## config.mk

```make
export PLATFORM = sky130hd
export DESIGN_NAME = spp_ctl
export DESIGN_NICKNAME = d
export VERILOG_FILES = /design/src/spp_ctl.sv
export SDC_FILE = /design/constraint.sdc
export NUM_CORES = 1
export LEC_CHECK = 0
export BUFFER_PORTS_ARGS = -buffer_cell sky130_fd_sc_hd__clkbuf_2
export CAP_MARGIN = 10
export CORE_MARGIN = 3
export CORE_UTILIZATION = 47
export DETAILED_ROUTE_END_ITERATION = 10
export HOLD_SLACK_MARGIN = 0.06
export MAX_ROUTING_LAYER = met4
export PLACE_DENSITY = 0.82
export SYNTH_ARGS = -nofsm -noshare
export SYNTH_HDL_FRONTEND = slang
export SYNTH_SLANG_ARGS = --single-unit
```

## constraint.sdc

```tcl
create_clock -name clk -period 3.22 [get_ports clk]
set_input_delay 0.161 -clock clk [delete_from_list [all_inputs] [get_ports clk]]
set_output_delay 0.161 -clock clk [all_outputs]
set_load 0.1 [all_outputs]
```

## src/spp_ctl.sv

```systemverilog
// Valid chain and per-stage advance enables with bubble collapse.
`default_nettype none
module spp_ctl #(
  parameter int STAGES = 24
) (
  input  logic              clk,
  input  logic              rst,
  input  logic              in_valid,
  input  logic              out_stall,
  output logic [STAGES-1:0] adv,
  output logic [STAGES-1:0] vld
);
  logic [STAGES:0]   go;
  logic [STAGES-1:0] feed;

  assign go[STAGES] = !out_stall;
  assign feed = {vld[STAGES-2:0], in_valid};
  assign adv = go[STAGES-1:0];

  for (genvar k = 0; k < STAGES; k++) begin : g_go
    assign go[k] = !vld[k] || go[k+1];
  end

  always_ff @(posedge clk) begin
    if (rst) begin
      vld <= '0;
    end else begin
      for (int k = 0; k < STAGES; k++) begin
        if (go[k]) begin
          vld[k] <= feed[k];
        end
      end
    end
  end
endmodule
`default_nettype wire

```

==> results of run 1 <==
## where the power goes
| part | switching (mW) | leakage, nW | internal [mW] | total (mW) |
|---|---|---|---|---|
| sequential | 0.00131 | 0.195 | 0.299 | 0.300 |
| combinational | 0.0218 | 0.335 | 0.00426 | 0.0261 |
| clock | 0.0870 | 0.0210 | 0.0691 | 0.156 |
| total | 0.110 | 0.552 | 0.372 | 0.482 |
## worst register-to-register path, cell delays in order (launching register included)
cell and delay, ns:
dfxtp_1 0.45, nand4_1 0.26, nor4_2 0.37, nand4_1 0.16
a21oi_1 0.16
## synthesized netlist by cell type, drive strengths merged
cell | count | area share (%)
a21oi | 21 | 11
and3 | 1 | 1.1
clkbuf | 2 | 0.75
dfxtp | 24 | 48
inv | 19 | 7.4
nand2 | 10 | 3.8
nand3 | 12 | 7.0
nand4 | 7 | 4.4
nor2 | 17 | 6.7
nor3 | 3 | 2.6
nor4 | 5 | 7.4
## kinds of logic after synthesis
logic type             count (synthesis)
AND/OR/NAND/NOR                       55
flip-flops                            24
AO/OA/AOI/OAI                         21
buffers and inverters                 21
## how the worst max path moves through the flow
stage / start / end / depth (start not counted)
floorplan: vld[20] / vld[7] / 4
global placement: vld[13] / adv[4] / 4
detailed placement: vld[13] / adv[4] / 4
CTS: vld[13] / adv[4] / 4
global route: vld[13] / adv[4] / 4
finish: vld[13] / adv[4] / 4
## area by class of cell
cell class                 count  area [um^2]
clock buffer                   4         36.3
fill                         172          654
inverter                      19         73.8
multi-input combinational     76          434
sequential                    24          484
tap                           27         33.8
timing repair buffer          52          265
## metal layers
metal | vias up | global-route usage, % | part of all wire (%)
met5 | - | - | 0
met4 | 0 | 9.17 | 1.7
met3 | 5 | 2.87 | 6.0
met2 | 39 | 33.5 | 51
met1 | 488 | 23.2 | 42
li1 | 515 | - | -
## what timing repair did
item                      in CTS  in global routing
hold endpoints to repair       1                  0
gates resized for setup        0                  0
hold buffers                   1                  0
==> impl_metrics.py, run 1 <==
metrics = {
    "min_path": {
        "hold_path.class": "input pin to flip-flop",
        "min_from": "out_stall",
        "min_path_cells": 3,
        "min_to": "vld[23]",
    },
    "floorplan": {
        "fp.dieH_um": 52.0,
        "core_um2": 1980,
        "fp-row-count": 16,
        "initial_core_util_pct": 50.3,
        "die_w_um": 52.0,
        "dieArea_um2": 2710,
        "io_pins": 52,
    },
    "synth": {
        "synth_compound_area_share_pct": 10.6,
        "postSynthAreaPerCell_um2": 8.23,
        "yosysSeqAreaShare_pct": 48.2,
        "syn_area_um2": 996,
        "synth_top_family_by_area": "simple AND/OR/NAND/NOR gates",
        "synth_xor_area_share_pct": 0,
        "ys_seq_elements": 24,
        "yosysWarningCount": 0,
        "synthMuxAreaShare_pct": 0,
        "yosysUniqueCellTypes": 17,
        "netlist_instances": 121,
        "synthesis.nets": 125,
        "yosys.area_share.simple_pct": 33.0,
        "synth_fa_ha_area_share_pct": 0,
    },
    "clocking": {
        "cts_max_level": 1,
        "clkSinkCount": 24,
        "cts-root-buf": "clkbuf_4",
        "clock_latency_ns": 0.31,
        "cts_tree": "built",
        "cts_buffer_depth": 2,
        "cts_made_buffers": 3,
        "clk_pin_slew_ns": 0.12,
        "cts_setup_buffers": 0,
    },
    "setup_path": {
        "r2r_end": "vld[4]",
        "arrival_ns": 1.95,
        "cp_top_family": "simple AND/OR/NAND/NOR gates",
        "worstSetupStartpointType": "flip-flop",
        "r2r-start": "vld[13]",
        "crit_chain": "nand4_1 > nor4_2 > nand4_1 > clkbuf_2",
        "worst-r2r-setup-slack_ns": 1.76,
        "crit_slowest_cell": "dfxtp_1",
        "worstRegToRegCells": 4,
        "end_kind": "primary output",
        "cp_num_buf_inv": 1,
        "critical_path_class": "flip-flop to primary output",
        "crit_fanout": 6,
        "cpMostUsedCell": "nand4_1",
        "critPathMaxStageDelay_ns": 0.45,
        "cp.required_ns": 3.06,
    },
    "layout": {
        "diodes": 0,
        "final_cell_mix": "51 x clkbuf_2, 21 x a21oi_1, 21 x dfxtp_1",
        "drive_gt1_share_pct": 38.9,
        "largest_reg_flops": 24,
        "final_common_cell": "clkbuf_2",
        "regMostFlops": "vld",
        "fin_area_um2": 1330,
        "synthToLayoutAreaGrowth_pct": 33.3,
        "fin_util_pct": 67.0,
        "fin_cells": 202,
        "top_regs": "vld: 24 flops",
        "nets": 180,
    },
    "run": {
        "cap_viol_max_count": 0,
    },
    "sta": {
        "period_share_pct": 65.6,
        "rsz0062_at_grt": "no",
        "worst_hold_slack_ns": 0.120,
        "max_freq_mhz": 473,
        "totalNegativeSetupSlack_ns": 0,
        "drv_slew": 0,
        "tightestPinTransition_ns": 0.554,
        "slew_headroom_pct": 63.2,
        "finalHoldViolCount": 0,
        "fin_ws_ns": 1.11,
        "fin_crit_ns": 2.11,
        "finalClockSkew_ns": 0.00346,
        "finalSetupViolCount": 0,
    },
    "global_route": {
        "grt_overflow": 0,
        "grt_max_degree": 25,
        "antenna_found_initial": 0,
        "grt_pass1_vias": 889,
        "grt_pass1_wl_um": 3910,
        "track_usage_pct": 19.9,
    },
    "pwr": {
        "leakage_nw": 0.552,
        "power.total_mw": 0.482,
        "p_per_area_nw_per_um2": 363,
        "ir_worst_vdd_mv": 0.302,
    },
    "detailed_routing": {
        "wl_per_cell_um": 12.1,
        "wl_um": 2450,
        "vias": 1047,
        "ant_nets": 0,
        "drc_errors": 0,
        "viasPerCell": 5.18,
        "drt_pass1_iterations": 4,
        "drtIter0Drc": 11,
    },
    "place": {
        "gp_congestion": 0.756,
        "place_area_um2": 1280,
        "hpwl_um": 1940,
        "post-place-cells": 197,
        "pre_cts_slack_ns": 1.46,
        "portBuffers": 51,
    },
    "outcome": {
        "outcome": "completed",
    },
}
Power figures use the tool's default switching activity.
==> run 2: changes to the inputs <==
--- a/config.mk
+++ b/config.mk
@@ -8,11 +8,11 @@
 export BUFFER_PORTS_ARGS = -buffer_cell sky130_fd_sc_hd__clkbuf_2
 export CAP_MARGIN = 10
 export CORE_MARGIN = 3
-export CORE_UTILIZATION = 47
+export CORE_UTILIZATION = 39
 export DETAILED_ROUTE_END_ITERATION = 10
 export HOLD_SLACK_MARGIN = 0.06
 export MAX_ROUTING_LAYER = met4
-export PLACE_DENSITY = 0.82
+export PLACE_DENSITY = 0.72
 export SYNTH_ARGS = -nofsm -noshare
 export SYNTH_HDL_FRONTEND = slang
 export SYNTH_SLANG_ARGS = --single-unit
==> constraint.sdc (replaced) <==
create_clock -name clk -period 1.7 [get_ports clk]
set_input_delay 0.085 -clock clk [delete_from_list [all_inputs] [get_ports clk]]
set_output_delay 0.085 -clock clk [all_outputs]
set_load 0.1 [all_outputs]
==> run 2 against run 1 <==
Compared with the run above:
- the run now ends with negative setup slack left
- clock skew rose by 0.011 ns
- utilization rose by 25 points
- critical path depth rose by 1
- sequential cell count did not move
- design area rose by 60%
- non-clock buffer count rose by 33
- critical path type unchanged
- largest power group unchanged
==> impl_metrics.py, run 2 (same netlist as run 1, synthesis figures left out) <==
metrics = {
    "outcome": {
        "outcome": "complete, but fails checks",
        "violations": "negative setup slack",
    },
    "global_route": {
        "grt_pass1_wl_um": 5470,
        "antenna_found_initial": 0,
        "grt_max_degree": 25,
        "grt_overflow": 0,
        "grt_pass1_vias": 1137,
        "track_usage_pct": 21.9,
    },
    "sta": {
        "max_freq_mhz": 516,
        "fin_ws_ns": -0.240,
        "slew_headroom_pct": 61.9,
        "finalClockSkew_ns": 0.0144,
        "drv_slew": 0,
        "tightestPinTransition_ns": 0.574,
        "rsz0062_at_grt": "yes",
        "totalNegativeSetupSlack_ns": -2.77,
        "fin_crit_ns": 1.94,
        "worst_hold_slack_ns": 0.240,
        "period_share_pct": 114,
        "finalHoldViolCount": 0,
        "finalSetupViolCount": 21,
    },
    "detailed_routing": {
        "wl_per_cell_um": 20.6,
        "wl_met3_um": 409,
        "wl_um": 4860,
        "drtIter0Drc": 77,
        "wl_met2_um": 2430,
        "viasPerCell": 5.81,
        "drt_pass1_iterations": 4,
        "met1_length_um": 1780,
        "drc_errors": 0,
        "dr.max_layer_used": "met4",
        "ant_nets": 0,
        "vias": 1372,
    },
    "pwr": {
        "p_sw_share_pct": 27.1,
        "internal-power_mw": 0.676,
        "ir_worst_vdd_mv": 0.536,
        "clkPwrFrac_pct": 36.0,
        "power_frac_seq_pct": 57.9,
        "p_comb_share_pct": 6.0,
        "p_sw_mw": 0.251,
        "leakage_nw": 0.947,
        "p_per_area_nw_per_um2": 437,
        "power.total_mw": 0.927,
    },
    "floorplan": {
        "core_um2": 2320,
        "dieArea_um2": 3200,
        "die_w_um": 56.5,
        "initial_core_util_pct": 43.0,
        "io_pins": 52,
        "fp-row-count": 17,
        "fp.dieH_um": 56.5,
    },
    "place": {
        "gp_congestion": 0.750,
        "portBuffers": 51,
        "post-place-cells": 201,
        "hpwl_um": 2130,
        "pre_cts_slack_ns": 0.113,
        "place_area_um2": 1630,
    },
    "layout": {
        "regMostFlops": "vld",
        "fin_area_um2": 2120,
        "fin_util_pct": 91.6,
        "largest_reg_flops": 24,
        "nFillCells": 91,
        "diodes": 0,
        "fin_cells": 236,
        "final_common_cell": "clkbuf_2",
        "top_regs": "vld: 24 flops",
        "synthToLayoutAreaGrowth_pct": 113,
        "final_cell_mix": "29 x clkbuf_2, 23 x buf_4, 21 x dfxtp_4",
        "nets": 213,
        "drive_gt1_share_pct": 65.9,
    },
    "clocking": {
        "cts-root-buf": "clkbuf_4",
        "cts_tree": "built",
        "cts_max_level": 1,
        "cts_buffer_depth": 2,
        "cts_made_buffers": 3,
        "clkSinkCount": 24,
        "clk_pin_slew_ns": 0.15,
        "clock_latency_ns": 0.35,
    },
    "min_path": {
        "hold_path.class": "input pin to flip-flop",
    },
    "run": {
        "cap_viol_max_count": 0,
    },
    "setup_path": {
        "crit_fanout": 4,
        "worstSetupStartpointType": "flip-flop",
        "cp.required_ns": 1.62,
        "critical_path_class": "flip-flop to primary output",
        "end_kind": "primary output",
        "arrival_ns": 1.85,
    },
}
[run 2: layer usage]
metal  up-vias  track usage, %
li1        583               -
met1       652            26.7
met2       105            37.8
met3        32            3.45
met4         0            5.08
met5         -               -
[run 2: critical path: stages, from the launching register on]
cell	delay (ns)
dfxtp_4	0.41
nand3_4	0.12
nor4_4	0.44
buf_4	0.19
nand3_2	0.11
buf_12	0.22
[run 2: power groups by stage]
stage,Combinational [mW],Clock (mW),Sequential [mW]
6_report,0.0559,0.334,0.537
4_1_cts,0.0524,0.315,0.537
5_1_grt,0.0577,0.350,0.538
3_5_place_dp,0.0484,0,0.550
3_3_place_gp,0.0482,0,0.549
2_1_floorplan,0.00967,0,0.577
[run 2: path summary, 6_finish.rpt]
check	slack (ns)	from	endpoint	cells after the start
max reg2reg	-0.07	vld[19]	vld[2]	7
min reg2reg	0.50	vld[3]	vld[4]	2
max	-0.24	vld[9]	adv[6]	5
min	0.24	rst	vld[4]	2
[run 2: layout make-up]
class	instances	area (um^2)	share of cell area, %
well taps	28	35.0	1.65
clock buffers	4	36.3	1.71
inverters	19	86.3	4.07
multi-input cells	76	571	26.9
repair buffers	85	832	39.2
flip-flops and latches	24	563	26.5
[run 2: what timing repair did]
action / CTS / global route
hold buffers: 2 / 0
pin swaps: 9 / 10
gates resized for setup: 25 / 26
endpoints found under the hold margin: 2 / 0
setup buffers: 11 / 18
setup endpoints to repair: 20 / 22
==> run 3: changes to the inputs <==
--- a/config.mk
+++ b/config.mk
@@ -7,8 +7,10 @@
 export LEC_CHECK = 0
 export BUFFER_PORTS_ARGS = -buffer_cell sky130_fd_sc_hd__clkbuf_2
 export CAP_MARGIN = 10
+export CELL_PAD_IN_SITES_DETAIL_PLACEMENT = 1
+export CELL_PAD_IN_SITES_GLOBAL_PLACEMENT = 1
 export CORE_MARGIN = 3
-export CORE_UTILIZATION = 39
+export CORE_UTILIZATION = 27
 export DETAILED_ROUTE_END_ITERATION = 10
 export HOLD_SLACK_MARGIN = 0.06
 export MAX_ROUTING_LAYER = met4
==> run 3 against run 2 <==
Compared with the run above:
- the run still ends with negative setup slack left
- first-iteration DRC count is 45% lower
- clock power is 19% higher
- final cell count rose by 4.2%
- register-to-register slack improved by 0.10 ns
==> impl_metrics.py, run 3 (same netlist as run 1, synthesis figures left out) <==
metrics = {
    "outcome": {
        "outcome": "complete, but fails checks",
        "violations": "negative setup slack",
    },
    "floorplan": {
        "die_w_um": 66.7,
        "initial_core_util_pct": 28.9,
        "fp.dieH_um": 66.7,
        "dieArea_um2": 4450,
        "core_um2": 3440,
        "io_pins": 52,
        "fp-row-count": 21,
    },
    "place": {
        "portBuffers": 51,
        "hpwl_um": 2460,
        "gp_congestion": 0.820,
        "pre_cts_slack_ns": 0.151,
        "place_area_um2": 1670,
    },
    "setup_path": {
        "r2r_end": "vld[2]",
        "crit_path_start": "vld[22]",
        "critical_path_class": "flip-flop to primary output",
        "worstRegToRegCells": 7,
        "crit_slowest_cell": "dfxtp_4",
        "critPathMaxStageDelay_ns": 0.35,
        "worstSetupStartpointType": "flip-flop",
        "crit_fanout": 6,
        "arrival_ns": 1.69,
        "end_kind": "primary output",
        "r2r-start": "vld[22]",
        "crit_chain": "and3_4 > inv_12 > nor4_4 > buf_4 > nand3_4 > buf_12",
        "worstSetupEndpoint": "adv[3]",
        "worst-r2r-setup-slack_ns": 0.03,
        "cp.required_ns": 1.62,
    },
    "global_route": {
        "grt_pass1_wl_um": 5800,
        "track_usage_pct": 17.5,
        "antenna_found_initial": 0,
        "grt_max_degree": 25,
        "grt_overflow": 0,
        "grt_pass1_vias": 1213,
    },
    "pwr": {
        "p_sw_share_pct": 24.3,
        "ir_worst_vdd_mv": 0.258,
        "internal-power_mw": 0.749,
        "clkPwrFrac_pct": 40.3,
        "p_comb_share_pct": 5.5,
        "p_sw_mw": 0.240,
        "power_frac_seq_pct": 54.2,
        "p_per_area_nw_per_um2": 488,
        "leakage_nw": 0.883,
    },
    "sta": {
        "finalSetupViolCount": 7,
        "finalClockSkew_ns": 0.00299,
        "drv_slew": 0,
        "max_freq_mhz": 564,
        "finalHoldViolCount": 0,
        "totalNegativeSetupSlack_ns": -0.228,
        "fin_ws_ns": -0.0729,
        "period_share_pct": 104,
        "slew_headroom_pct": 62.7,
        "tightestPinTransition_ns": 0.561,
        "fin_crit_ns": 1.77,
        "rsz0062_at_grt": "yes",
    },
    "layout": {
        "drive_gt1_share_pct": 64.5,
        "regMostFlops": "vld",
        "largest_reg_flops": 24,
        "nets": 205,
        "synthToLayoutAreaGrowth_pct": 104,
        "fin_area_um2": 2030,
        "top_regs": "vld: 24 flops",
        "final_cell_mix": "31 x clkbuf_2, 22 x buf_4, 21 x dfxtp_4",
        "diodes": 0,
        "final_common_cell": "clkbuf_2",
    },
    "detailed_routing": {
        "drc_errors": 0,
        "drt_pass1_iterations": 4,
        "viasPerCell": 4.90,
        "drtIter0Drc": 42,
        "vias": 1206,
        "wl_per_cell_um": 16.0,
        "wl_um": 3930,
        "ant_nets": 0,
    },
    "clocking": {
        "cts_made_buffers": 3,
        "clock_latency_ns": 0.27,
        "cts_max_level": 1,
        "cts_buffer_depth": 2,
        "cts-root-buf": "clkbuf_8",
        "clk_pin_slew_ns": 0.08,
        "clkSinkCount": 24,
        "cts_tree": "built",
    },
    "run": {
        "cap_viol_max_count": 0,
    },
    "min_path": {
        "hold_path.class": "input pin to flip-flop",
    },
}
==> run 3: cell type report <==
cell class,count,area (um^2)
fill,389,1410
multi-input combinational,76,569
tap,46,57.6
timing repair buffer,77,699
inverter,19,83.8
sequential,24,563
clock buffer,4,55.1
==> run 3: power groups by stage <==
stage | Combinational, mW | Sequential [mW] | Clock (mW)
after floorplan | 0.00967 | 0.577 | 0
after global placement | 0.0489 | 0.549 | 0
after detailed placement | 0.0496 | 0.549 | 0
after CTS | 0.0521 | 0.536 | 0.403
after global routing | 0.0570 | 0.537 | 0.432
final | 0.0542 | 0.536 | 0.399
==> run 3: worst min-delay path by stage <==
| stage | slack, ns | startpoint | depth (start not counted) | end |
|---|---|---|---|---|
| final | 0.07 | out_stall | 3 | vld[23] |
| after global routing | 0.09 | out_stall | 3 | vld[23] |
| after CTS | 0.07 | out_stall | 3 | vld[23] |
| after detailed placement | 0.31 | in_valid | 3 | vld[0] |
| after global placement | 0.30 | in_valid | 3 | vld[0] |
| after floorplan | 0.14 | rst | 1 | vld[14] |
==> run 3: what timing repair did <==
action / CTS / global route
buffers inserted: 11 / 11
hold buffers: 1 / 0
gates resized for setup: 12 / 24
hold endpoints to repair: 1 / 0
pin swaps: 7 / 8
setup endpoints to repair: 15 / 19
==> run 3: routing by layer <==
| metal | GRT usage, % | vias to the layer above | wire, um |
|---|---|---|---|
| met2 | 28.7 | 42 | 1950 |
| met4 | 6.09 | 0 | 101 |
| li1 | - | 569 | - |
| met1 | 21.7 | 587 | 1640 |
| met3 | 3.04 | 8 | 245 |
| met5 | - | - | 0 |
==> run 3: metrics by stage <==
stage	total power, mW	cells	hold WS [ns]	utilization (%)
after floorplan	0.587	121	0.144	-
after global placement	0.598	219	0.304	48.4
after detailed placement	0.599	219	0.307	48.4
after CTS	0.991	235	0.0743	54.1
after global routing	1.03	246	0.0874	58.9
final	0.989	246	0.0749	58.9
==> run 3: critical path, delay by kind of cell, from the launching register on <==
kind                   cells  cell delay, ns
AND/OR/NAND/NOR            3            0.64
buffers and inverters      3            0.43
flip-flops                 1            0.35
