**src/spp_pkg.sv**
```systemverilog
// Shared types and constants for the sprite screen projection block.
`default_nettype none
package spp_pkg;
  localparam int DIR_FRAC_BITS = 14;
  localparam int OFFSET_W = 24;
  localparam int CFG_W = 16;
  localparam int PIX_W = 12;
  localparam int QUOT_W = 17;
  localparam int COL_NUM_W = 52;
  localparam int NY_MAG_W = 40;
  localparam int DET_MAG_W = 32;
  localparam int SZ_BASE_W = 44;
  localparam int FRONT_STAGES = 4;
  localparam int BACK_STAGES = 2;

  localparam logic signed [15:0] COL_MAX = 16'sh7FFF;
  localparam logic signed [15:0] COL_MIN = 16'sh8000;
  localparam logic [15:0] SIZE_MAX = 16'hFFFF;

  localparam logic [15:0] DIR_X_RESET = 16'd16384;
  localparam logic [15:0] DIR_Y_RESET = 16'd0;
  localparam logic [15:0] PLANE_X_RESET = 16'd0;
  localparam logic [15:0] PLANE_Y_RESET = 16'd10813;
  localparam logic [11:0] WIDTH_RESET = 12'd640;
  localparam logic [11:0] HEIGHT_RESET = 12'd480;

  typedef enum logic [2:0] {
    REG_DIR_X,
    REG_DIR_Y,
    REG_PLANE_X,
    REG_PLANE_Y,
    REG_SCREEN_WIDTH,
    REG_SCREEN_HEIGHT
  } reg_idx_t;

  typedef struct packed {
    logic col_neg;
    logic nx_pos;
    logic nx_neg;
  } col_side_t;

  typedef struct packed {
    logic det_zero;
    logic ny_zero;
    logic flag;
  } sz_side_t;
endpackage
`default_nettype wire

```
**src/spp_back.sv**
```systemverilog
// Quotient saturation, special cases and draw bound clamping.
`default_nettype none
module spp_back (
  input  logic                 clk,
  input  logic [1:0]           adv,
  input  logic [11:0]          screen_width,
  input  logic [11:0]          screen_height,
  input  logic [spp_pkg::QUOT_W-1:0] col_q,
  input  logic                 col_ovf,
  input  spp_pkg::col_side_t   col_side,
  input  logic [spp_pkg::QUOT_W-1:0] sz_q,
  input  logic                 sz_ovf,
  input  spp_pkg::sz_side_t    sz_side,
  output logic signed [15:0]   screen_column,
  output logic [15:0]          sprite_size,
  output logic [14:0]          start_row,
  output logic signed [15:0]   end_row,
  output logic [14:0]          start_column,
  output logic signed [15:0]   end_column,
  output logic                 depth_not_positive
);
  logic signed [15:0] half, col_n, col_r;
  logic [15:0]        size_n, size_r;
  logic               flag_r;
  logic signed [17:0] hs, hh, hv, wv, v_sr, v_er, v_sc, v_ec;

  assign half = {5'd0, screen_width[11:1]};

  always_comb begin
    col_n = half;
    size_n = '0;
    if (sz_side.det_zero) begin
      col_n = half;
      size_n = '0;
    end else if (sz_side.ny_zero) begin
      size_n = spp_pkg::SIZE_MAX;
      if (col_side.nx_pos) begin
        col_n = spp_pkg::COL_MAX;
      end else if (col_side.nx_neg) begin
        col_n = spp_pkg::COL_MIN;
      end else begin
        col_n = half;
      end
    end else begin
      size_n = (sz_ovf || sz_q[spp_pkg::QUOT_W-1]) ? spp_pkg::SIZE_MAX : sz_q[15:0];
      if (col_side.col_neg) begin
        col_n = (col_ovf || col_q > 17'd32768) ? spp_pkg::COL_MIN : 16'(17'd0 - col_q);
      end else begin
        col_n = (col_ovf || col_q > 17'd32767) ? spp_pkg::COL_MAX : 16'(col_q);
      end
    end
  end

  always_ff @(posedge clk) begin
    if (adv[0]) begin
      col_r  <= col_n;
      size_r <= size_n;
      flag_r <= sz_side.flag;
    end
  end

  assign hs = {3'd0, size_r[15:1]};
  assign hh = {7'd0, screen_height[11:1]};
  assign hv = {6'd0, screen_height};
  assign wv = {6'd0, screen_width};
  assign v_sr = hh - hs;
  assign v_er = hs + hh;
  assign v_sc = 18'(col_r) - hs;
  assign v_ec = 18'(col_r) + hs;

  always_ff @(posedge clk) begin
    if (adv[1]) begin
      screen_column      <= col_r;
      sprite_size        <= size_r;
      start_row          <= v_sr[17] ? 15'd0 : 15'(v_sr);
      end_row            <= (v_er >= hv) ? 16'(hv - 18'sd1) : 16'(v_er);
      start_column       <= v_sc[17] ? 15'd0 : 15'(v_sc);
      end_column         <= (v_ec >= wv) ? 16'(wv - 18'sd1) : 16'(v_ec);
      depth_not_positive <= flag_r;
    end
  end
endmodule
`default_nettype wire

```
**config.mk**
```make
export PLATFORM = sky130hd
export DESIGN_NAME = spp_back
export DESIGN_NICKNAME = d
export VERILOG_FILES = /design/src/spp_pkg.sv /design/src/spp_back.sv
export SDC_FILE = /design/constraint.sdc
export NUM_CORES = 1
export LEC_CHECK = 0
export ABC_AREA = 1
export BUFFER_PORTS_ARGS = -buffer_cell sky130_fd_sc_hd__buf_2
export CELL_PAD_IN_SITES_DETAIL_PLACEMENT = 2
export CELL_PAD_IN_SITES_GLOBAL_PLACEMENT = 2
export CORE_MARGIN = 2
export CORE_UTILIZATION = 37
export CTS_BUF_LIST = sky130_fd_sc_hd__clkbuf_2 sky130_fd_sc_hd__clkbuf_4 sky130_fd_sc_hd__clkbuf_8
export DETAILED_ROUTE_END_ITERATION = 16
export HOLD_SLACK_MARGIN = 0.15
export PLACE_DENSITY = 0.86
export SLEW_MARGIN = 20
export SYNTH_ARGS = -nofsm -noshare
export SYNTH_HDL_FRONTEND = slang
export SYNTH_SLANG_ARGS = --single-unit
export TNS_END_PERCENT = 20
```
**constraint.sdc**
```tcl
create_clock -name clk -period 7.9 [get_ports clk]
set_input_delay 1.185 -clock clk [delete_from_list [all_inputs] [get_ports clk]]
set_output_delay 1.185 -clock clk [all_outputs]
set_load 0.005 [all_outputs]
```
==> impl_metrics.ini, run 1 <==
[yosys]
ys_ff_latch = 128
synthArstFlopShare_pct = 0
synth-warning-count = 0
ys_types = 46
synth-seq-area-share_pct = 42.19
synth_edf_count = 128
synthTopCellsByArea = edfxtp_1 (42%), ha_1 (11%), nand2_1 (8.9%)
avgSynthCellArea_sq_um = 8.468
yosysTopAreaCellShare_pct = 42.19
synthCells = 1076
synth_area_leader_cell = edfxtp_1
netlist_area_sq_um = 9111
yosys_most_used_dff = edfxtp_1

[clock_network]
cts_max_path_buffers = 2
cts_root_buffer = clkbuf_8
tritoncts = yes
ctsHoldBuffers = 0
cts_made_buffers = 17
clock_sinks = 128
cts.clk_slew.worst_paths_ns = 0.10
clkLatencyLatePin_ns = 0.48
htree_levels = 4
postCtsSetupBuffers = 0
ctsResizeCount = 0

[detailed_routing]
wl_per_cell_um = 21.79
dr.pass1.iters = 5
drt-initial-drc-count = 450
vias_per_cell = 5.276
ant_nets = 0
drc = 0
finalWirelength_mm = 34.11
vias = 8257

[sta]
fin_crit_sh_pct = 57.38
worst_pin_slew_ns = 0.8502
tns_ns = 0
finClkSkew_ns = 0.02090
max_slew_margin_pct = 43.32
slew_viol_final = 0
final-hold-violation-count = 0
rsz0062_at_grt = no
fmax_mhz = 220.6
layout_min_cycle_time_ns = 4.533
final-setup-viol-count = 0

[floorplanning]
die_w_um = 160.9
die_area_sq_um = 25900
num_io_pins = 164
core_sq_um = 24250
initial_core_util_pct = 37.57
rows = 57
die_h_um = 160.9

[place]
placed_area_sq_um = 10190
dp_cells = 1533
place_hpwl_mm = 26.71
place.gp.congestion = 0.9022
io_buffers = 163

[cells_and_area]
antenna_cells = 0
final_area_sq_um = 10660
num-nets-final = 1381
final_cells = 1565
final_common_cell = nand2_1
drive_gt1_share_pct = 19.58
syn2layout_area_growth_pct = 16.97
final_cell_mix = nand2_1 (216), buf_2 (162), inv_1 (136)

[critical_path]
critical_path.cell_chain = buf_2 -> ha_1 -> fa_1 -> nand3_1 -> nand3_1 -> a21oi_1 -> xor2_1 -> ha_1 -> nand2_1 -> inv_1 -> o21ai_0 -> nand4_1 -> a41oi_1 -> nand4_1 -> nand2_1 -> inv_1
crit_type = in -> reg
end_kind = flip-flop
cp-start-kind = input port
crit_required_ns = 8.13
slowest_delay_ns = 0.52
path_max_fanout = 13
crit_slowest_cell = nand4_1
cp.arrival_ns = 4.76

[global_route]
grt_pass1_vias = 9393
grt-ovfl-total = 0
track_usage_pct = 26.92
grt_max_degree = 53
antenna_found_initial = 1
grt_pass1_wl_mm = 53.68

[power_and_ir_drop]
power.leakage_nw = 5.110
p_per_area_nw_per_um2 = 216.2
ir_worst_vdd_mv = 0.08282

[status]
status = completed

[job]
drv_cap = 0

[hold_path]
hold_class = reg -> reg
==> critical path: cells and delay by family <==
family                     cells  cell delay [ns]
and+or+nand+nor                6             1.34
buffers and inverters          3             0.28
xor gates and xnor gates       1             0.23
AOI/OAI and AO/OA              3             0.70
adders and majority gates      3             1.02
==> metrics by stage <==
step           util, %  total power, mW  setup WS [ns]  hold slack [ns]
6_report         43.95            2.304          3.367           0.4675
5_1_grt          43.95            2.423          3.091           0.4808
4_1_cts          43.94            2.311          3.389           0.4695
3_5_place_dp     42.02            1.593          2.885           0.4277
3_3_place_gp     42.02            1.535          3.211           0.4025
2_1_floorplan        -            1.315          3.836           0.4003
==> sequential cells by signal (all words and copies together) (netlist names) <==
register and cells:
depth_not_positive 1, start_column 15, col_r 16, end_column 16, size_r 16, end_row 16
screen_column 16, flag_r 1, start_row 15, sprite_size 16
==> power breakdown <==
part | leakage (nW) | total [mW] | internal [mW] | switching (mW)
combinational | 3.60 | 0.735 | 0.240 | 0.495
clock | 0.233 | 0.697 | 0.385 | 0.312
sequential | 1.28 | 0.873 | 0.827 | 0.0461
==> area by class of cell <==
| cell class | count | area (sq um) |
|---|---|---|
| tap | 324 | 405.4 |
| inverter | 143 | 536.8 |
| sequential | 128 | 3844 |
| clock buffer | 18 | 241.5 |
| fill | 2808 | 13590 |
| timing repair buffer | 166 | 840.8 |
| clock inverter | 14 | 224.0 |
| multi-input combinational | 772 | 4566 |
==> cells by family after synthesis <==
family | after synthesis | share of synthesized area, %
adders and majority gates | 84 | 11.86
DFF | 128 | 42.19
xor gates and xnor gates | 57 | 5.479
buffers and inverters | 177 | 7.773
AOI/OAI and AO/OA | 176 | 10.49
other | 1 | 0.04116
and+or+nand+nor | 453 | 22.16
==> per-layer routing <==
metal	vias up	routed length, um	GRT usage, %	part of all wire, %
li1	3912	-	-	-
met1	4085	14430	32.79	42
met2	212	17360	48.36	51
met3	46	1601	5.294	4.7
met4	2	697	7.549	2.0
met5	-	13	0	0.038
==> Yosys cell counts (all sizes together), types with 2 or more instances <==
| library cell | instances |
|---|---|
| a21boi | 2 |
| a21o | 3 |
| a21oi | 93 |
| a31o | 2 |
| a31oi | 6 |
| buf | 18 |
| clkbuf | 16 |
| edfxtp | 128 |
| fa | 4 |
| ha | 80 |
| inv | 143 |
| nand2 | 235 |
| nand3 | 61 |
| nand4 | 28 |
| nor2 | 92 |
| nor3 | 22 |
| nor3b | 2 |
| nor4 | 6 |
| o21ai | 58 |
| o21bai | 5 |
| or2 | 5 |
| xnor2 | 5 |
| xor2 | 52 |
==> final timing paths <==
kind / start / endpoint / slack, ns / depth (start not counted)
worst min-delay path: size_r[0] / sprite_size[0] / 0.47 / 0
worst min register to register: size_r[0] / sprite_size[0] / 0.47 / 0
worst max-delay path: screen_height[1] / end_row[14] / 3.37 / 16
worst max register to register: size_r[1] / end_row[14] / 3.41 / 15
Power figures use the tool's default switching activity.
==> run 2, diff against run 1 <==
--- a/config.mk
+++ b/config.mk
@@ -10,11 +10,11 @@
 export CELL_PAD_IN_SITES_DETAIL_PLACEMENT = 2
 export CELL_PAD_IN_SITES_GLOBAL_PLACEMENT = 2
 export CORE_MARGIN = 2
-export CORE_UTILIZATION = 37
+export CORE_UTILIZATION = 35
 export CTS_BUF_LIST = sky130_fd_sc_hd__clkbuf_2 sky130_fd_sc_hd__clkbuf_4 sky130_fd_sc_hd__clkbuf_8
 export DETAILED_ROUTE_END_ITERATION = 16
 export HOLD_SLACK_MARGIN = 0.15
-export PLACE_DENSITY = 0.86
+export PLACE_DENSITY = 0.81
 export SLEW_MARGIN = 20
 export SYNTH_ARGS = -nofsm -noshare
 export SYNTH_HDL_FRONTEND = slang
==> constraint.sdc (replaced) <==
create_clock -name clk -period 4.45 [get_ports clk]
set_input_delay 0.6675 -clock clk [delete_from_list [all_inputs] [get_ports clk]]
set_output_delay 0.6675 -clock clk [all_outputs]
set_load 0.005 [all_outputs]
==> impl_metrics.ini, run 2 (synthesis gave the netlist of run 1 again) <==
[status]
status = completed

[cells_and_area]
final_cells = 1587
final_cell_mix = nand2_1 (216), buf_2 (162), inv_1 (136)
antenna_cells = 0
drive_gt1_share_pct = 20.21
final_common_cell = nand2_1
num-nets-final = 1392
syn2layout_area_growth_pct = 17.14

[critical_path]
r2r-start = col_r[5]
cp.arrival_ns = 4.34
end_kind = flip-flop
worstRegToRegCells = 20
crit_required_ns = 4.79
path_max_fanout = 15
cp-start-kind = flip-flop
rrSetupSlack_ns = 0.45
crit_type = reg -> reg
rr_endpoint = end_column[6]

[floorplanning]
die_area_sq_um = 27340
initial_core_util_pct = 35.26
core_sq_um = 25840
die_w_um = 165.3
die_h_um = 165.3
num_io_pins = 164
rows = 59

[clock_network]
postCtsSetupBuffers = 0
cts.clk_slew.worst_paths_ns = 0.09
cts_max_path_buffers = 2
clock_sinks = 128
ctsHoldBuffers = 0
cts_made_buffers = 17
clkLatencyLatePin_ns = 0.47
cts_root_buffer = clkbuf_8
htree_levels = 4
tritoncts = yes
ctsResizeCount = 0

[detailed_routing]
drt-initial-drc-count = 488
ant_nets = 0
vias = 8368
wl_per_cell_um = 21.38
dr.pass1.iters = 4
finalWirelength_mm = 33.93
vias_per_cell = 5.273
drc = 0

[global_route]
grt-ovfl-total = 0
grt_pass1_vias = 9055
grt_pass1_wl_mm = 51.50
track_usage_pct = 25.21
antenna_found_initial = 0
grt_max_degree = 78

[place]
place_hpwl_mm = 27.21
dp_cells = 1555
io_buffers = 163
place.gp.congestion = 0.8869

[power_and_ir_drop]
p_per_area_nw_per_um2 = 363.4
ir_worst_vdd_mv = 0.1534
power.leakage_nw = 5.119

[sta]
fmax_mhz = 249.8
max_slew_margin_pct = 30.58
final-hold-violation-count = 0
slew_viol_final = 0
layout_min_cycle_time_ns = 4.004
finClkSkew_ns = 0.01660
fin_crit_sh_pct = 89.97
final-setup-viol-count = 0
rsz0062_at_grt = no
worst_pin_slew_ns = 1.041
tns_ns = 0

[hold_path]
worstHoldStart = sz_side[0]
whs_endpoint = flag_r
hold_class = in -> reg
min_path_cells = 1

[job]
drv_cap = 0
## run 2: layer usage
metal	vias to the layer above	share of wire, %	GRT usage, %
li1	3938	-	-
met1	4195	42	29.75
met2	199	51	45.78
met3	36	5.7	6.344
met4	0	1.7	6.152
met5	-	0	0
## run 2: worst max-delay path, stage by stage (launching register included)
cell and delay (ns):
edfxtp_1 0.55, ha_1 0.45, buf_4 0.19, nor2_1 0.12
nand3_1 0.10, nand3_1 0.14, nand3_1 0.09, nand2_1 0.10
xor2_1 0.37, ha_1 0.34, nand2_1 0.11, nor2_1 0.08
nand2_1 0.07, nand3_1 0.07, nand2_1 0.08, nand2_1 0.05
a21oi_1 0.23, nand3_4 0.23, nand2_4 0.30, nand2_2 0.10
nand2_1 0.09
## run 2: worst max-delay path by stage
stage	cells after the start	end	from
final	20	end_column[6]	col_r[5]
after global routing	16	end_row[8]	size_r[1]
after CTS	16	end_column[12]	size_r[1]
after detailed placement	17	end_row[0]	screen_height[1]
after global placement	20	end_row[4]	screen_height[3]
after floorplan	16	end_row[10]	screen_height[1]
## run 2: area by class of cell
class,count,area (sq um)
inverters,143,536.8
multi-input cells,772,4566
well taps,335,419.2
clock inverters,15,150.1
repair buffers,177,923.4
clock buffers,17,234.0
fillers,3002,15160
flip-flops and latches,128,3844
## run 2: report_power, final
part	internal (mW)	switching [mW]	leakage, nW
clock network	0.459	0.583	0.190
registers	1.47	0.0647	1.28
logic	0.434	0.871	3.65
## run 2: through the flow
stage | hold slack, ns | instance area [sq um] | power (mW) | worst slack [ns] | util [%]
6_report | 0.3719 | 10670 | 3.879 | 0.4461 | 41.31
5_1_grt | 0.3467 | 10670 | 4.098 | 0.02898 | 41.31
4_1_cts | 0.3411 | 10670 | 3.904 | 0.4580 | 41.30
3_5_place_dp | 0.4062 | 10290 | 2.848 | 0.3609 | 39.81
3_3_place_gp | 0.4031 | 10290 | 2.756 | 0.5719 | 39.81
2_1_floorplan | 0.4003 | 9115 | 2.334 | 0.9031 | -
==> run 3, diff against run 2 <==
--- a/config.mk
+++ b/config.mk
@@ -6,13 +6,13 @@
 export NUM_CORES = 1
 export LEC_CHECK = 0
 export ABC_AREA = 1
-export BUFFER_PORTS_ARGS = -buffer_cell sky130_fd_sc_hd__buf_2
 export CELL_PAD_IN_SITES_DETAIL_PLACEMENT = 2
 export CELL_PAD_IN_SITES_GLOBAL_PLACEMENT = 2
 export CORE_MARGIN = 2
-export CORE_UTILIZATION = 35
+export CORE_UTILIZATION = 40
 export CTS_BUF_LIST = sky130_fd_sc_hd__clkbuf_2 sky130_fd_sc_hd__clkbuf_4 sky130_fd_sc_hd__clkbuf_8
 export DETAILED_ROUTE_END_ITERATION = 16
+export DONT_BUFFER_PORTS = 1
 export HOLD_SLACK_MARGIN = 0.15
 export PLACE_DENSITY = 0.81
 export SLEW_MARGIN = 20
==> impl_metrics.ini, run 3 (synthesis gave the netlist of run 1 again) <==
[detailed_routing]
wl_per_cell_um = 24.51
finalWirelength_mm = 33.60
vias_per_cell = 5.677
ant_nets = 0
drt-initial-drc-count = 319
vias = 7783
drc = 0
dr.pass1.iters = 4

[critical_path]
worstRegToRegCells = 17
critical_path.cell_chain = inv_1 -> ha_2 -> inv_1 -> a21oi_1 -> nand3_1 -> nand3_1 -> nand2_1 -> a21oi_1 -> xor2_2 -> ha_1 -> nand2_1 -> nor2_1 -> a31o_2 -> a21oi_1 -> nand3_4 -> nand3_1 -> nand2_1
path_max_fanout = 14
crit_required_ns = 4.66
crit_type = reg -> reg
crit_slowest_cell = edfxtp_1
cp-start-kind = flip-flop
end_kind = flip-flop
cp.arrival_ns = 4.47
slowest_delay_ns = 0.48

[floorplanning]
die_h_um = 154.9
die_area_sq_um = 24000
num_io_pins = 164
rows = 55
die_w_um = 154.9
initial_core_util_pct = 40.49
core_sq_um = 22500

[job]
drv_cap = 0

[global_route]
grt_pass1_vias = 8513
grt_max_degree = 96
grt_pass1_wl_mm = 51.35
antenna_found_initial = 0
grt-ovfl-total = 0
track_usage_pct = 28.40

[sta]
final-setup-viol-count = 0
fin_crit_sh_pct = 95.60
whs_ns = 0.2838
slew_viol_final = 0
finClkSkew_ns = 0.02652
layout_min_cycle_time_ns = 4.254
worst_pin_slew_ns = 0.8910
fmax_mhz = 235.1
max_slew_margin_pct = 40.44
final-hold-violation-count = 0

[cells_and_area]
antenna_cells = 0
syn2layout_area_growth_pct = 8.294
num-nets-final = 1226
drive_gt1_share_pct = 8.195
final_cells = 1371
final_cell_mix = nand2_1 (216), inv_1 (136), edfxtp_1 (128)
post-route-util_pct = 43.85
final_common_cell = nand2_1

[power_and_ir_drop]
total_power_mw = 3.961
power.leakage_nw = 4.483
ir_worst_vdd_mv = 0.1727
p_int_mw = 2.513
netSwitchingPower_mw = 1.449
p_per_area_nw_per_um2 = 401.5
clockPowerShare_pct = 31.4
p_sw_share_pct = 36.57
pwr-share-comb_pct = 29.0
seqPwrFrac_pct = 39.6

[status]
status = completed

[clock_network]
ctsHoldBuffers = 0
cts_made_buffers = 17
clock_sinks = 128
cts.clk_slew.worst_paths_ns = 0.10
cts_max_path_buffers = 2
tritoncts = yes
cts_root_buffer = clkbuf_8
clkLatencyLatePin_ns = 0.49
htree_levels = 4

[hold_path]
min_path_cells = 0
hold_class = in -> reg

[place]
io_buffers = 0
place_hpwl_mm = 25.65
dp_cells = 1335
place.gp.congestion = 0.8412
[run 3: final timing paths]
path	start	endpoint	slack (ns)
min	adv[1]	end_column[6]	0.28
min reg2reg	size_r[0]	sprite_size[0]	0.43
max reg2reg	size_r[6]	end_column[12]	0.20
max	size_r[6]	end_column[12]	0.20
[run 3: stage by stage]
step / setup slack [ns] / cell area (sq um) / TNS [ns]
after floorplan: 0.9031 / 9115 / 0
after global placement: 0.3547 / 9353 / 0
after detailed placement: 0.1285 / 9353 / 0
after CTS: 0.01718 / 9821 / 0
after global routing: -0.006533 / 9867 / -0.01414
final: 0.1957 / 9867 / 0
[run 3: worst max-delay path, delay by kind of cell, from the launching register on]
kind | cells | cell delay, ns
xor gates and xnor gates | 1 | 0.26
AOI/OAI and AO/OA | 4 | 1.04
buffers and inverters | 2 | 0.23
and+or+nand+nor | 8 | 1.21
adders and majority gates | 2 | 0.75
DFF | 1 | 0.48
[run 3: repair_timing]
item	4_1_cts	5_1_grt
pin swaps	0	1
setup endpoints to repair	11	21
hold endpoints to repair	0	0
buffers inserted	0	4
resized for setup	1	2
[run 3: power by group through the flow]
stage | clock network (mW) | registers [mW] | logic (mW)
floorplan | 0 | 1.55 | 0.788
global placement | 0 | 1.59 | 1.03
detailed placement | 0 | 1.60 | 1.10
CTS | 1.26 | 1.57 | 1.14
global route | 1.29 | 1.58 | 1.28
finish | 1.24 | 1.57 | 1.15
[run 3: metal layers]
layer | share of wire, % | wire [um] | global-route usage, % | vias up
li1 | - | - | - | 3610
met1 | 41 | 13810 | 34.05 | 3921
met2 | 51 | 17040 | 50.12 | 203
met3 | 5.6 | 1893 | 6.964 | 49
met4 | 2.5 | 854 | 9.171 | 0
met5 | 0 | 0 | 0 | -
[run 3: area by class of cell]
type / instances / area (sq um)
well taps: 285 / 356.6
multi-input cells: 772 / 4582
repair buffers: 11 / 82.58
fillers: 2487 / 12640
clock inverters: 15 / 231.5
flip-flops and latches: 128 / 3844
clock buffers: 17 / 234.0
inverters: 143 / 536.8
